==> src/sv/wav_hdr_pkg.sv <==
package wav_hdr_pkg;

	localparam int BYTE_W = 8;
	localparam int OUT_W  = 8;

	localparam logic [31:0] TAG_RIFF = 32'h5249_4646;
	localparam logic [31:0] TAG_WAVE = 32'h5741_5645;
	localparam logic [31:0] TAG_FMT  = 32'h666D_7420;
	localparam logic [31:0] TAG_DATA = 32'h6461_7461;

	localparam logic [31:0] RATE_44K1   = 32'd44100;
	localparam logic [31:0] RATE_48K    = 32'd48000;
	localparam logic [31:0] FMT_MIN_LEN = 32'd16;

	typedef enum logic [1:0] {
		ST_PARSING = 2'd0,
		ST_DONE    = 2'd1,
		ST_ERROR   = 2'd2
	} status_t;

	typedef enum logic [10:0] {
		PH_RIFF_TAG   = 11'b000_0000_0001,
		PH_RIFF_SIZE  = 11'b000_0000_0010,
		PH_WAVE_TAG   = 11'b000_0000_0100,
		PH_CHUNK_TAG  = 11'b000_0000_1000,
		PH_CHUNK_SIZE = 11'b000_0001_0000,
		PH_FMT_TAG    = 11'b000_0010_0000,
		PH_CHANNELS   = 11'b000_0100_0000,
		PH_RATE       = 11'b000_1000_0000,
		PH_SKIP_SIX   = 11'b001_0000_0000,
		PH_BITS       = 11'b010_0000_0000,
		PH_SKIP       = 11'b100_0000_0000
	} phase_t;

endpackage

==> src/sv/wav_header_parser_top.sv <==
// RIFF/WAVE PCM header parser. Feed the file one byte per word on the slave
// stream; tuser bit 0 set on a word restarts the parse with that byte as
// file offset 0. Every accepted byte yields one result word on the master
// stream, holding the status (parsing, done, sticky error) and the channel
// count, rate and sample size checked so far. One byte is taken every cycle
// while the skid is empty: the whole parse step for a byte is a combinational
// next-state update of the header registers. Results pass through an output
// register backed by one skid entry, so the input keeps flowing when the
// master side first stalls, and tready drops only while the skid is full.
module wav_header_parser_top (
	input  logic                             clk,
	input  logic                             arst_n,
	input  logic                             s_axis_tvalid,
	output logic                             s_axis_tready,
	input  logic [wav_hdr_pkg::BYTE_W-1:0]   s_axis_tdata,  // [7:0] byte_value
	input  logic                             s_axis_tuser,  // [0] restart
	output logic                             m_axis_tvalid,
	input  logic                             m_axis_tready,
	// [1:0] status, [3:2] channels, [4] rate_is_48k, [5] eight_bit_samples, [7:6] zero
	output logic [wav_hdr_pkg::OUT_W-1:0]    m_axis_tdata
);
	import wav_hdr_pkg::*;

	phase_t      phase_q;
	logic [2:0]  idx_q;
	logic [31:0] tag_q;
	logic [31:0] val_q;
	logic [31:0] skip_q;
	logic        have_fmt_q;
	logic [1:0]  chan_q;
	logic        rate_q;
	logic        eight_q;
	status_t     status_q;

	phase_t      phase_n;
	logic [2:0]  idx_n;
	logic [31:0] tag_n;
	logic [31:0] val_n;
	logic [31:0] skip_n;
	logic        have_fmt_n;
	logic [1:0]  chan_n;
	logic        rate_n;
	logic        eight_n;
	status_t     status_n;

	logic               in_acc;
	logic [OUT_W-1:0]   res;
	logic [OUT_W-1:0]   out_q;
	logic               out_vld_q;
	logic [OUT_W-1:0]   skid_q;
	logic               skid_vld_q;
	logic               out_pop;

	assign s_axis_tready = !skid_vld_q;
	assign in_acc        = s_axis_tvalid && s_axis_tready;
	assign out_pop       = out_vld_q && m_axis_tready;
	assign m_axis_tvalid = out_vld_q;
	assign m_axis_tdata  = out_q;

	always_comb begin
		phase_t      ph;
		logic [2:0]  idx;
		logic [31:0] tag;
		logic [31:0] val;
		logic [31:0] skip;
		logic        hf;
		logic [1:0]  ch;
		logic        rt;
		logic        eb;
		status_t     st;
		logic [2:0]  idx_inc;
		logic [31:0] tag_new;
		logic [31:0] val_new;
		logic [31:0] byte_ext;

		if (s_axis_tuser) begin
			ph   = PH_RIFF_TAG;
			idx  = 3'd0;
			tag  = 32'd0;
			val  = 32'd0;
			skip = 32'd0;
			hf   = 1'b0;
			ch   = 2'd0;
			rt   = 1'b0;
			eb   = 1'b0;
			st   = ST_PARSING;
		end else begin
			ph   = phase_q;
			idx  = idx_q;
			tag  = tag_q;
			val  = val_q;
			skip = skip_q;
			hf   = have_fmt_q;
			ch   = chan_q;
			rt   = rate_q;
			eb   = eight_q;
			st   = status_q;
		end

		idx_inc  = idx + 3'd1;
		tag_new  = {tag[23:0], s_axis_tdata};
		byte_ext = {24'd0, s_axis_tdata};
		val_new  = ((idx == 3'd0) ? 32'd0 : val) | (byte_ext << {idx[1:0], 3'b000});

		phase_n    = ph;
		idx_n      = idx;
		tag_n      = tag;
		val_n      = val;
		skip_n     = skip;
		have_fmt_n = hf;
		chan_n     = ch;
		rate_n     = rt;
		eight_n    = eb;
		status_n   = st;

		if (st == ST_PARSING) begin
			case (ph)
				PH_RIFF_TAG, PH_WAVE_TAG, PH_CHUNK_TAG: begin
					tag_n = tag_new;
					idx_n = (idx_inc < 3'd4) ? idx_inc : 3'd0;
					if (idx_inc >= 3'd4) begin
						if (ph == PH_CHUNK_TAG) begin
							phase_n = PH_CHUNK_SIZE;
						end else if (ph == PH_RIFF_TAG) begin
							if (tag_new != TAG_RIFF) status_n = ST_ERROR;
							else phase_n = PH_RIFF_SIZE;
						end else begin
							if (tag_new != TAG_WAVE) status_n = ST_ERROR;
							else phase_n = PH_CHUNK_TAG;
						end
					end
				end
				PH_RIFF_SIZE: begin
					val_n = val_new;
					idx_n = (idx_inc < 3'd4) ? idx_inc : 3'd0;
					if (idx_inc >= 3'd4) phase_n = PH_WAVE_TAG;
				end
				PH_CHUNK_SIZE: begin
					val_n = val_new;
					idx_n = (idx_inc < 3'd4) ? idx_inc : 3'd0;
					if (idx_inc >= 3'd4) begin
						if (tag == TAG_FMT) begin
							if (val_new < FMT_MIN_LEN) begin
								status_n = ST_ERROR;
							end else begin
								skip_n  = val_new - FMT_MIN_LEN;
								phase_n = PH_FMT_TAG;
							end
						end else if (tag == TAG_DATA) begin
							status_n = hf ? ST_DONE : ST_ERROR;
						end else begin
							skip_n  = val_new;
							phase_n = (val_new != 32'd0) ? PH_SKIP : PH_CHUNK_TAG;
						end
					end
				end
				PH_FMT_TAG: begin
					val_n = val_new;
					idx_n = (idx_inc < 3'd2) ? idx_inc : 3'd0;
					if (idx_inc >= 3'd2) begin
						if (val_new != 32'd1) status_n = ST_ERROR;
						else phase_n = PH_CHANNELS;
					end
				end
				PH_CHANNELS: begin
					val_n = val_new;
					idx_n = (idx_inc < 3'd2) ? idx_inc : 3'd0;
					if (idx_inc >= 3'd2) begin
						if (val_new inside {32'd1, 32'd2}) begin
							chan_n  = val_new[1:0];
							phase_n = PH_RATE;
						end else begin
							status_n = ST_ERROR;
						end
					end
				end
				PH_RATE: begin
					val_n = val_new;
					idx_n = (idx_inc < 3'd4) ? idx_inc : 3'd0;
					if (idx_inc >= 3'd4) begin
						if (val_new == RATE_44K1) begin
							rate_n  = 1'b0;
							phase_n = PH_SKIP_SIX;
						end else if (val_new == RATE_48K) begin
							rate_n  = 1'b1;
							phase_n = PH_SKIP_SIX;
						end else begin
							status_n = ST_ERROR;
						end
					end
				end
				PH_SKIP_SIX: begin
					idx_n = (idx_inc < 3'd6) ? idx_inc : 3'd0;
					if (idx_inc >= 3'd6) phase_n = PH_BITS;
				end
				PH_BITS: begin
					val_n = val_new;
					idx_n = (idx_inc < 3'd2) ? idx_inc : 3'd0;
					if (idx_inc >= 3'd2) begin
						if (val_new inside {32'd8, 32'd16}) begin
							eight_n    = (val_new == 32'd8);
							have_fmt_n = 1'b1;
							phase_n    = (skip != 32'd0) ? PH_SKIP : PH_CHUNK_TAG;
						end else begin
							status_n = ST_ERROR;
						end
					end
				end
				PH_SKIP: begin
					skip_n = skip - 32'd1;
					if (skip == 32'd1) phase_n = PH_CHUNK_TAG;
				end
				default: begin
					status_n = ST_ERROR;
				end
			endcase
		end
	end

	assign res = {2'b00, eight_n, rate_n, chan_n, status_n};

	always_ff @(posedge clk or negedge arst_n) begin
		if (!arst_n) begin
			phase_q    <= PH_RIFF_TAG;
			idx_q      <= 3'd0;
			tag_q      <= 32'd0;
			val_q      <= 32'd0;
			skip_q     <= 32'd0;
			have_fmt_q <= 1'b0;
			chan_q     <= 2'd0;
			rate_q     <= 1'b0;
			eight_q    <= 1'b0;
			status_q   <= ST_PARSING;
		end else if (in_acc) begin
			phase_q    <= phase_n;
			idx_q      <= idx_n;
			tag_q      <= tag_n;
			val_q      <= val_n;
			skip_q     <= skip_n;
			have_fmt_q <= have_fmt_n;
			chan_q     <= chan_n;
			rate_q     <= rate_n;
			eight_q    <= eight_n;
			status_q   <= status_n;
		end
	end

	// output register plus one skid entry; skid only fills while output is held
	always_ff @(posedge clk or negedge arst_n) begin
		if (!arst_n) begin
			out_vld_q  <= 1'b0;
			skid_vld_q <= 1'b0;
		end else if (out_pop) begin
			if (skid_vld_q) begin
				skid_vld_q <= 1'b0;
			end else begin
				out_vld_q <= in_acc;
			end
		end else if (in_acc) begin
			if (out_vld_q) skid_vld_q <= 1'b1;
			else out_vld_q <= 1'b1;
		end
	end

	always_ff @(posedge clk) begin
		if (out_pop) begin
			if (skid_vld_q) out_q <= skid_q;
			else if (in_acc) out_q <= res;
		end else if (in_acc) begin
			if (out_vld_q) skid_q <= res;
			else out_q <= res;
		end
	end

endmodule

==> config.mk <==
export PLATFORM = sky130hd
export DESIGN_NAME = wav_header_parser_top
export DESIGN_NICKNAME = d
export VERILOG_FILES = /design/src/sv/wav_hdr_pkg.sv /design/src/sv/wav_header_parser_top.sv
export SDC_FILE = /design/constraint.sdc
export NUM_CORES = 1
export LEC_CHECK = 0
export ABC_CLOCK_PERIOD_IN_PS = 3800
export BUFFER_PORTS_ARGS = -buffer_cell sky130_fd_sc_hd__buf_2
export CORE_MARGIN = 5
export CORE_UTILIZATION = 60
export DETAILED_ROUTE_END_ITERATION = 7
export PLACE_DENSITY_LB_ADDON = 0.3
export SLEW_MARGIN = 25
export SYNTH_ARGS = -nofsm -noshare
export SYNTH_HDL_FRONTEND = slang
export SYNTH_SLANG_ARGS = --single-unit
==> constraint.sdc <==
create_clock -name clk -period 3.8 [get_ports clk]
set_input_delay 0 -clock clk [delete_from_list [all_inputs] [get_ports clk]]
set_output_delay 0 -clock clk [all_outputs]
set_load 0.05 [all_outputs]
[Word-level counts from Yosys, hierarchy flattened]
Cells that the tools add are included.
Storage, ports and cells
  output and inout port bits: 10
  register bits after elaboration: 133
  word-level logic and storage cells: 173
Operators by class
  bitwise gates (word level): 2
  reductions and logical operators: 21
  eq/ne operators: 25
  $lt $le $gt $ge: 7
  mux-type cells: 100
  shift-type cells: 1
  $add $sub $neg: 3
Operators by type and width (number)
  $mux W32: 13
  $mux W11: 25
  $pmux W11 S9: 1
  $eq A32 B1 Y1 const B: 2
  $eq A32 B16 Y1 const B: 2
  $eq A32 B31 Y1 const B: 2
  $ne A32 B31 Y1 const B: 2
  $pmux W32 S2: 1
  $reduce_bool A32 Y1: 2
  $mux W2: 26
  $mux W8: 5
  $eq A32 B2 Y1 const B: 1
  $eq A32 B4 Y1 const B: 1
  $eq A32 B5 Y1 const B: 1
  $lt A32 B5 Y1 const B: 1
  $ne A32 B1 Y1 const B: 1
  $or A32 B32 Y32: 1
  $shl A8 B5 Y32: 1
  $sub A32 B1 Y32 const B: 1
  $sub A32 B5 Y32 const B: 1
  $mux W1: 22
  $mux W3: 5
  $pmux W2 S7: 1
  $reduce_or A6 Y1: 2
  28 further kinds: 39

[Longest topological paths before layout]
Gate-level depths: netlist (run 1).
  depth after elaboration: 13
  mapped depth: 15
  mapped depth without buffers: 12

[Worst setup path before layout (run 1)]
Ideal clock, no wire load.
  path type: reg-to-reg
  start: register idx_q[2]
  end: register phase_q[3]
  arrival time: 3.361 ns
  period minus slack after synthesis: 3.487 ns
  slack: 0.313 ns
  required time: 3.674 ns
  library setup time: 0.126 ns
  stages on the path, launching flop included: 14
  cell sequence: dfrtp_1 > buf_6 > or3_4 > a32oi_1 > ha_1 > inv_1 > a221oi_1 > o211a_1 > and4_1 > a41o_1 > and3_1 > o211ai_1 > or3b_1 > a311o_1
On the way
  word-level cells in the longest chain between the ends: 11
  elaborated cells between the ends (all ways): 38
  those cells by class: add/sub (1); order compare (4); eq/ne (7); mux (21); bitwise (1); reduce/logical (4)
RTL lines
  start: declaration: RTL line wav_header_parser_top.sv:25  | logic [2:0] idx_q;
  start signal: assignment: RTL line wav_header_parser_top.sv:236  | idx_q <= idx_n;
  $mux W3 *: RTL line wav_header_parser_top.sv:76  | if (s_axis_tuser) begin
  branches (longest 8 deep; another with $lt A32 B5 Y1)
  $pmux W11 S9 *: RTL line wav_header_parser_top.sv:117  | case (ph)
  $mux W11 *: RTL line wav_header_parser_top.sv:116  | if (st == ST_PARSING) begin
  end signal: assignment: RTL line wav_header_parser_top.sv:235  | phase_q <= phase_n;
  end: declaration: RTL line wav_header_parser_top.sv:24  | phase_t phase_q;
Mark *: on every way between the ends.
A chain may end at the register's enable or synchronous reset.

[Worst setup path in the final report (run 1)]
  start: register idx_q[0]
  end: register skip_q[29]
On the way
  word-level cells in the longest chain between the ends: 10
  elaborated cells between the ends (all ways): 15
  those cells by class: add/sub (2); order compare (2); shift (1); mux (8); bitwise (1); reduce/logical (1)
RTL lines
  $mux W3 *: RTL line wav_header_parser_top.sv:76
  branches (longest 6 deep; another with $sub A32 B5 Y32)
  $mux W32 *: RTL line wav_header_parser_top.sv:141  | if (idx_inc >= 3'd4) begin
  $pmux W32 S2 *: RTL line wav_header_parser_top.sv:117
  $mux W32 *: RTL line wav_header_parser_top.sv:116
  end signal: assignment: RTL line wav_header_parser_top.sv:239  | skip_q <= skip_n;
  end: declaration: RTL line wav_header_parser_top.sv:28  | logic [31:0] skip_q;
Marked as above.

==> impl_metrics.tcl, run 1 <==
set metrics [dict create \
    status "finished, final reports clean" \
    finalClockSkew_ps 9.00 \
    pwr-share-seq_pct 30.5 \
    dp_hpwl_mm 25.9 \
    finalMaxSlewViolations 0 \
    antenna_found_initial 0 \
    drtIter0Drc 1794 \
    drt_wl_total_mm 36.1 \
    hold_violations 0 \
    holdWs_ps 84.5 \
    antenna_cells 0 \
    clock_latency_ps 440 \
    place.gp.congestion 1.09 \
    firstDrtPassIters 7 \
    wire_per_inst_um 23.7 \
    core_region_area_mm2 0.0159 \
    dieArea_mm2 0.0189 \
    grt.total_usage_pct 38.6 \
    vias_per_cell 7.30 \
    synth_top_cell_area_share_pct 30.4 \
    ff2ff_path_depth 12 \
    vdd_drop_max_v 0.000375 \
    rrSetupSlack_ps 130 \
    cap_violations 0 \
    port_buffers 20 \
    ioPinCount 23 \
    fin_nets 1313 \
    grt_pass1_vias 10000 \
    cts_tree "done" \
    comb_power_share_pct 44.7 \
    rsz0062_at_grt "no" \
    min_from "s_axis_tdata[2]" \
    critPathLaunchType "flip-flop" \
    chipHeight_um 137 \
    power_density_mw_per_mm2 607 \
    cp.required_ps 4170 \
    final-seq-area_mm2 0.00334 \
    period_needed_ps 3670 \
    drc 0 \
    ys_seq_area_share_pct 34.3 \
    die_w_um 137 \
    hold_depth 2 \
    tightest_slew_ps 966 \
    postRouteAntennaNets 0 \
    grt-ovfl-total 0 \
    netlist_top_cells_area "dfrtp_1 (30%), o21ai_0 (5.2%), nand2_1 (5.1%)" \
    ys_warn_count 0 \
    crit_path_frequent_cell "buf_4" \
    clkPwrFrac_pct 24.8 \
    worst_path_max_delay_cell "or4_1" \
    worstSetupPathType "flip-flop to flip-flop" \
    synth_seq_cells 131 \
    leakage_uw 0.00457 \
    synth.distinct_cells 89 \
    layout-drive-gt1-share_pct 15.7 \
    synthCells 1221 \
    cts_sinks 131 \
    area_growth_pct 16.2 \
    grt_pass1_wl_mm 56.0 \
    r2r-end "skip_q[29]$_DFFE_PN0P_" \
    timing.fmax_ghz 0.272 \
    async_flop_share_pct 90.8 \
    num_vias 11100 \
    slew_headroom_pct 35.4 \
    r2r-start "idx_q[0]$_DFFE_PN0P_" \
    hold_end "tag_q[2]$_DFFE_PN0P_" \
    htree_levels 4 \
    internal_power_uw 3910 \
    power_uw 6860 \
    crit_path_end_kind "flip-flop" \
    ctsLongestPathBuffers 2 \
    ys.flop_type "dfrtp_1" \
    cts_setup_buffers 0 \
    switching_share_pct 43.1 \
    fillers 1303 \
    path_clk_slew_ps 60 \
    cts_buffers 17 \
    worstPathCellList "buf_4 > inv_2 > a21oi_1 > o32ai_1 > or4_1 > or4_1 > buf_4 > o21ai_1 > buf_4 > nor4_1 > a2111oi_1 > a221o_1" \
    worstHoldPathType "input port to flip-flop" \
    cts-root-buf "clkbuf_16" \
    cp_data_arrival_time_ps 4040 \
    max_stage_delay_ps 610 \
    setup-violations-final 0 \
    start_util_pct 61.2 \
    grt_max_degree 71 \
    p_switching_uw 2960 \
    postSynthAreaPerCell_um2 7.96 \
    post-synth-top-area-cell "dfrtp_1" \
    synth_edf_count 12 \
    cp_max_fo 11 \
    multi_input_area_mm2 0.00588 \
    finalCritPeriodShare_pct 96.6 \
    synth_area_mm2 0.00972 \
    tns_ps 0 \
    num_rows 46 \
]
## flip-flops by register name (all words and copies together), names as in the netlist
register / count
chan_q: 2
eight_q: 1
have_fmt_q: 1
idx_q: 3
m_axis_tdata: 6
m_axis_tvalid: 1
phase_q: 11
rate_q: 1
skid_q: 6
skid_vld_q: 1
skip_q: 32
status_q: 2
tag_q: 32
val_q: 32
## cell usage after synthesis (15+ instances only)
| cell | instances |
|---|---|
| mux2_2 | 15 |
| nand2_1 | 131 |
| o32ai_1 | 16 |
| a22o_1 | 20 |
| nand3_1 | 26 |
| o22ai_1 | 18 |
| inv_1 | 40 |
| nor2_1 | 113 |
| nand2b_1 | 16 |
| a22oi_1 | 33 |
| clkbuf_1 | 53 |
| nor3_1 | 45 |
| buf_2 | 15 |
| nor2b_1 | 18 |
| dfrtp_1 | 118 |
| o21ai_0 | 102 |
| or3_1 | 17 |
| nor4_1 | 28 |
| a21oi_1 | 87 |
| a31oi_1 | 23 |
## stage by stage
stage               util [%]  cells  setup WS, ps  area [um^2]
floorplan                  -   1222           313         9730
global placement        66.5   1481           283        10600
detailed placement      66.5   1481           176        10600
CTS                     71.0   1523          98.8        11300
global route            71.1   1523          3.93        11300
finish                  71.1   1523           129        11300
## area by class of cell
class	count	share of cell area, %
sequential	131	29.6
timing repair buffer	137	9.26
tap	216	2.39
clock buffer	21	4.26
multi-input combinational	966	52.1
inverter	41	1.36
clock inverter	11	1.12
## cell families after synthesis
kind of cell / Yosys count / share of synthesized area (%)
other: 1 / 0.0386
adder cells (fa/ha/maj): 6 / 0.772
flip-flops: 131 / 34.3
XOR/XNOR: 11 / 0.991
AND/OR/NAND/NOR: 474 / 24.4
multiplexers: 21 / 2.35
buffers and inverters: 125 / 5.48
AO/OA/AOI/OAI: 452 / 31.6
## power by group through the flow
| stage | Sequential [uW] | Combinational [uW] | Clock [uW] |
|---|---|---|---|
| global route | 2130 | 3270 | 1770 |
| floorplan | 2080 | 1850 | 0 |
| global placement | 2080 | 2870 | 0 |
| finish | 2090 | 3070 | 1700 |
| detailed placement | 2090 | 2920 | 0 |
| CTS | 2080 | 2960 | 1710 |
## metal layers
| layer | share of wire, % | wire length [um] | track usage, % |
|---|---|---|---|
| met1 | 38 | 13600 | 52.1 |
| met2 | 43 | 15400 | 57.8 |
| met3 | 13 | 4670 | 8.62 |
| met4 | 6.6 | 2370 | 21.2 |
| met5 | 0 | 0 | 0 |
## worst max-delay path by stage
stage | startpoint | endpoint | depth (start not counted)
2_1_floorplan | idx_q[2]$_DFFE_PN0P_ | phase_q[3]$_DFFE_PN0P_ | 13
3_3_place_gp | idx_q[0]$_DFFE_PN0P_ | phase_q[3]$_DFFE_PN0P_ | 10
3_5_place_dp | idx_q[2]$_DFFE_PN0P_ | m_axis_tdata[5]$_DFFE_PP_ | 10
4_1_cts | idx_q[2]$_DFFE_PN0P_ | m_axis_tdata[5]$_DFFE_PP_ | 10
5_1_grt | idx_q[0]$_DFFE_PN0P_ | m_axis_tdata[3]$_DFFE_PP_ | 10
6_report | idx_q[0]$_DFFE_PN0P_ | skip_q[29]$_DFFE_PN0P_ | 12
## worst max-delay path: cells and delay by family, from the launching register on
family / cells / cell delay, ps
compound gates: 5 / 1120
buf+inv: 4 / 740
simple gates: 3 / 1280
flops: 1 / 460
## repair_timing
item	in CTS	in global routing
setup endpoints to repair	0	11
hold endpoints to repair	58	0
gates resized for setup	0	4
hold buffers	10	0
## cell usage in the layout, fill, tap and decap left out, types with 16 or more instances in the layout
master and instances:
a22o_1 20, inv_1 39, nand3_1 25, nand2b_1 16
a31oi_1 23, a22oi_1 33, nor2b_1 18, o22ai_1 18
dfrtp_1 118, nand2_1 131, o21ai_0 102, buf_2 18
nor2_1 112, nor3_1 45, a21oi_1 87, or3_1 17
nor4_1 27, clkbuf_16 18, o32ai_1 16, buf_4 106
Power figures use the tool's default switching activity.
==> inputs of run 2 (changes only) <==
Settings changed: ABC_CLOCK_PERIOD_IN_PS 3800 to 4150.
Clock period 3.8 ns to 4.15 ns, I/O delays scaled along.
==> run 2 against run 1 <==
Clock power fell by 16%; register-to-register slack better by 20 ps; non-clock buffer count down 37; combinational power is 15% lower; wire length up 0.73%; core utilization decreased by 2.4 points; sequential share of layout area increased by 1.0 points; power is 13% lower; largest cell class unchanged.
==> impl_metrics.tcl, run 2 (synthesis results as in run 1) <==
set metrics [dict create \
    status "finished, final reports clean" \
    grt_pass1_wl_mm 56.8 \
    antenna_found_initial 0 \
    chipHeight_um 137 \
    internal_power_uw 3270 \
    timing.fmax_ghz 0.250 \
    use_met1_pct 52.1 \
    path_clk_slew_ps 70 \
    grt_max_degree 68 \
    postRouteAntennaNets 0 \
    reg_top3 "skip_q (32), tag_q (32), val_q (32)" \
    pwr-share-seq_pct 32.0 \
    cts_sinks 131 \
    final_common_cell "nand2_1" \
    fillers 1330 \
    crit_path_end_kind "flip-flop" \
    ctsLongestPathBuffers 2 \
    comb_power_share_pct 44.0 \
    setup-violations-final 0 \
    final_cell_mix "nand2_1 (131), dfrtp_1 (118), nor2_1 (112), o21ai_0 (102), a21oi_1 (87)" \
    slew_headroom_pct 30.1 \
    placed_cells 1443 \
    vias_per_cell 7.30 \
    max_stage_delay_ps 520 \
    cp_data_arrival_time_ps 4180 \
    cts_buffers 17 \
    grt_pass1_vias 9973 \
    hold_violations 0 \
    num_vias 10800 \
    drtIter0Drc 1670 \
    switching_share_pct 45.0 \
    worstSetupPathType "flip-flop to flip-flop" \
    worstPathCellList "or3_4 > a32oi_2 > ha_1 > inv_1 > a221oi_1 > nand3_1 > or3_1 > nor3_1 > nand4_1 > mux2i_2 > a21oi_1" \
    place_ws_ps 236 \
    grt-busiest-layer "met2" \
    antenna_cells 0 \
    p_switching_uw 2670 \
    num_rows 46 \
    finalClockSkew_ps 10.5 \
    rsz0062_at_grt "yes" \
    worstHoldPathType "input port to async pin" \
    place.gp.congestion 1.01 \
    area_growth_pct 12.3 \
    grt-ovfl-total 0 \
    period_needed_ps 4000 \
    cp_max_fo 13 \
    htree_levels 4 \
    tns_ps 0 \
    wire_per_inst_um 24.5 \
    finalWorstSetupSlack_ps 147 \
    die_w_um 137 \
    clock_latency_ps 440 \
    fin_nets 1276 \
    finalMaxSlewViolations 0 \
    grtUsageMet2_pct 61.0 \
    ioPinCount 23 \
    fin_util_pct 68.7 \
    firstDrtPassIters 8 \
    dieArea_mm2 0.0189 \
    dp_hpwl_mm 25.8 \
    worst_path_max_delay_cell "dfrtp_1" \
    power_density_mw_per_mm2 544 \
    layout-drive-gt1-share_pct 12.9 \
    fin_cells 1486 \
    clkPwrFrac_pct 24.0 \
    finalCritPeriodShare_pct 96.4 \
    grt_use_met3_pct 8.58 \
    critPathLaunchType "flip-flop" \
    port_buffers 20 \
    core_region_area_mm2 0.0159 \
    cts-root-buf "clkbuf_16" \
    drt_wl_total_mm 36.3 \
    leakage_uw 0.00434 \
    drc 0 \
    start_util_pct 61.2 \
    cts_tree "done" \
    tightest_slew_ps 1040 \
    cp.required_ps 4320 \
    cap_violations 0 \
    critPathBufInv 1 \
    holdWs_ps 165 \
    critPathTopFamily "simple AND/OR/NAND/NOR gates" \
    vdd_drop_max_v 0.000438 \
    grt.total_usage_pct 39.2 \
]
-- run 2: cell types whose count changed in the layout (fill, tap and decap cells not counted), sizes merged, moves of 2 or more --
| cell | before | now |
|---|---|---|
| clkbuf | 21 | 19 |
| inv | 41 | 45 |
| bufinv | 2 | 0 |
| buf | 127 | 89 |
-- run 2: per-layer routing --
metal | up-vias | wire (um)
met3 | 186 | 4170
met4 | 0 | 2080
met1 | 5123 | 14000
met2 | 793 | 16100
met5 | - | 0
li1 | 4739 | -
-- run 2: power by group through the flow --
stage,Sequential (uW),Combinational (uW),Clock [uW]
floorplan,1910,1700,0
global placement,1900,2480,0
detailed placement,1910,2520,0
CTS,1890,2540,1420
global route,1940,2820,1480
finish,1900,2610,1430
-- run 2: layout make-up --
cell class	count	area, um^2	share of cell area (%)
inverter	41	154	1.41
clock buffer	19	443	4.06
multi-input combinational	966	5870	53.7
sequential	131	3340	30.6
clock inverter	13	101	0.928
tap	216	270	2.48
timing repair buffer	100	746	6.83
-- run 2: final timing paths --
check | startpoint | to | slack, ps | depth (start not counted)
worst max-delay path | idx_q[2]$_DFFE_PN0P_ | m_axis_tdata[2]$_DFFE_PP_ | 150 | 11
worst min-delay path | arst_n | val_q[30]$_DFFE_PN0P_ | 160 | 2
worst max register to register | idx_q[2]$_DFFE_PN0P_ | m_axis_tdata[2]$_DFFE_PP_ | 150 | 11
worst min register to register | val_q[2]$_DFFE_PN0P_ | val_q[2]$_DFFE_PN0P_ | 490 | 2
max in group asynchronous | arst_n | phase_q[0]$_DFFE_PN1P_ | 3110 | 3
min in group clk | s_axis_tvalid | m_axis_tvalid$_DFFE_PN0P_ | 190 | 4
-- run 2: what timing repair did --
item,4_1_cts,5_1_grt
setup buffers,0,0
hold endpoints to repair,62,0
hold buffers,11,0
endpoints found under the setup margin,0,2
resized for setup,0,1
-- run 2: stage by stage --
step	power [uW]	area, um^2
CTS	5850	10900
finish	5940	10900
detailed placement	4420	10300
global placement	4380	10300
global route	6240	10900
floorplan	3600	9730
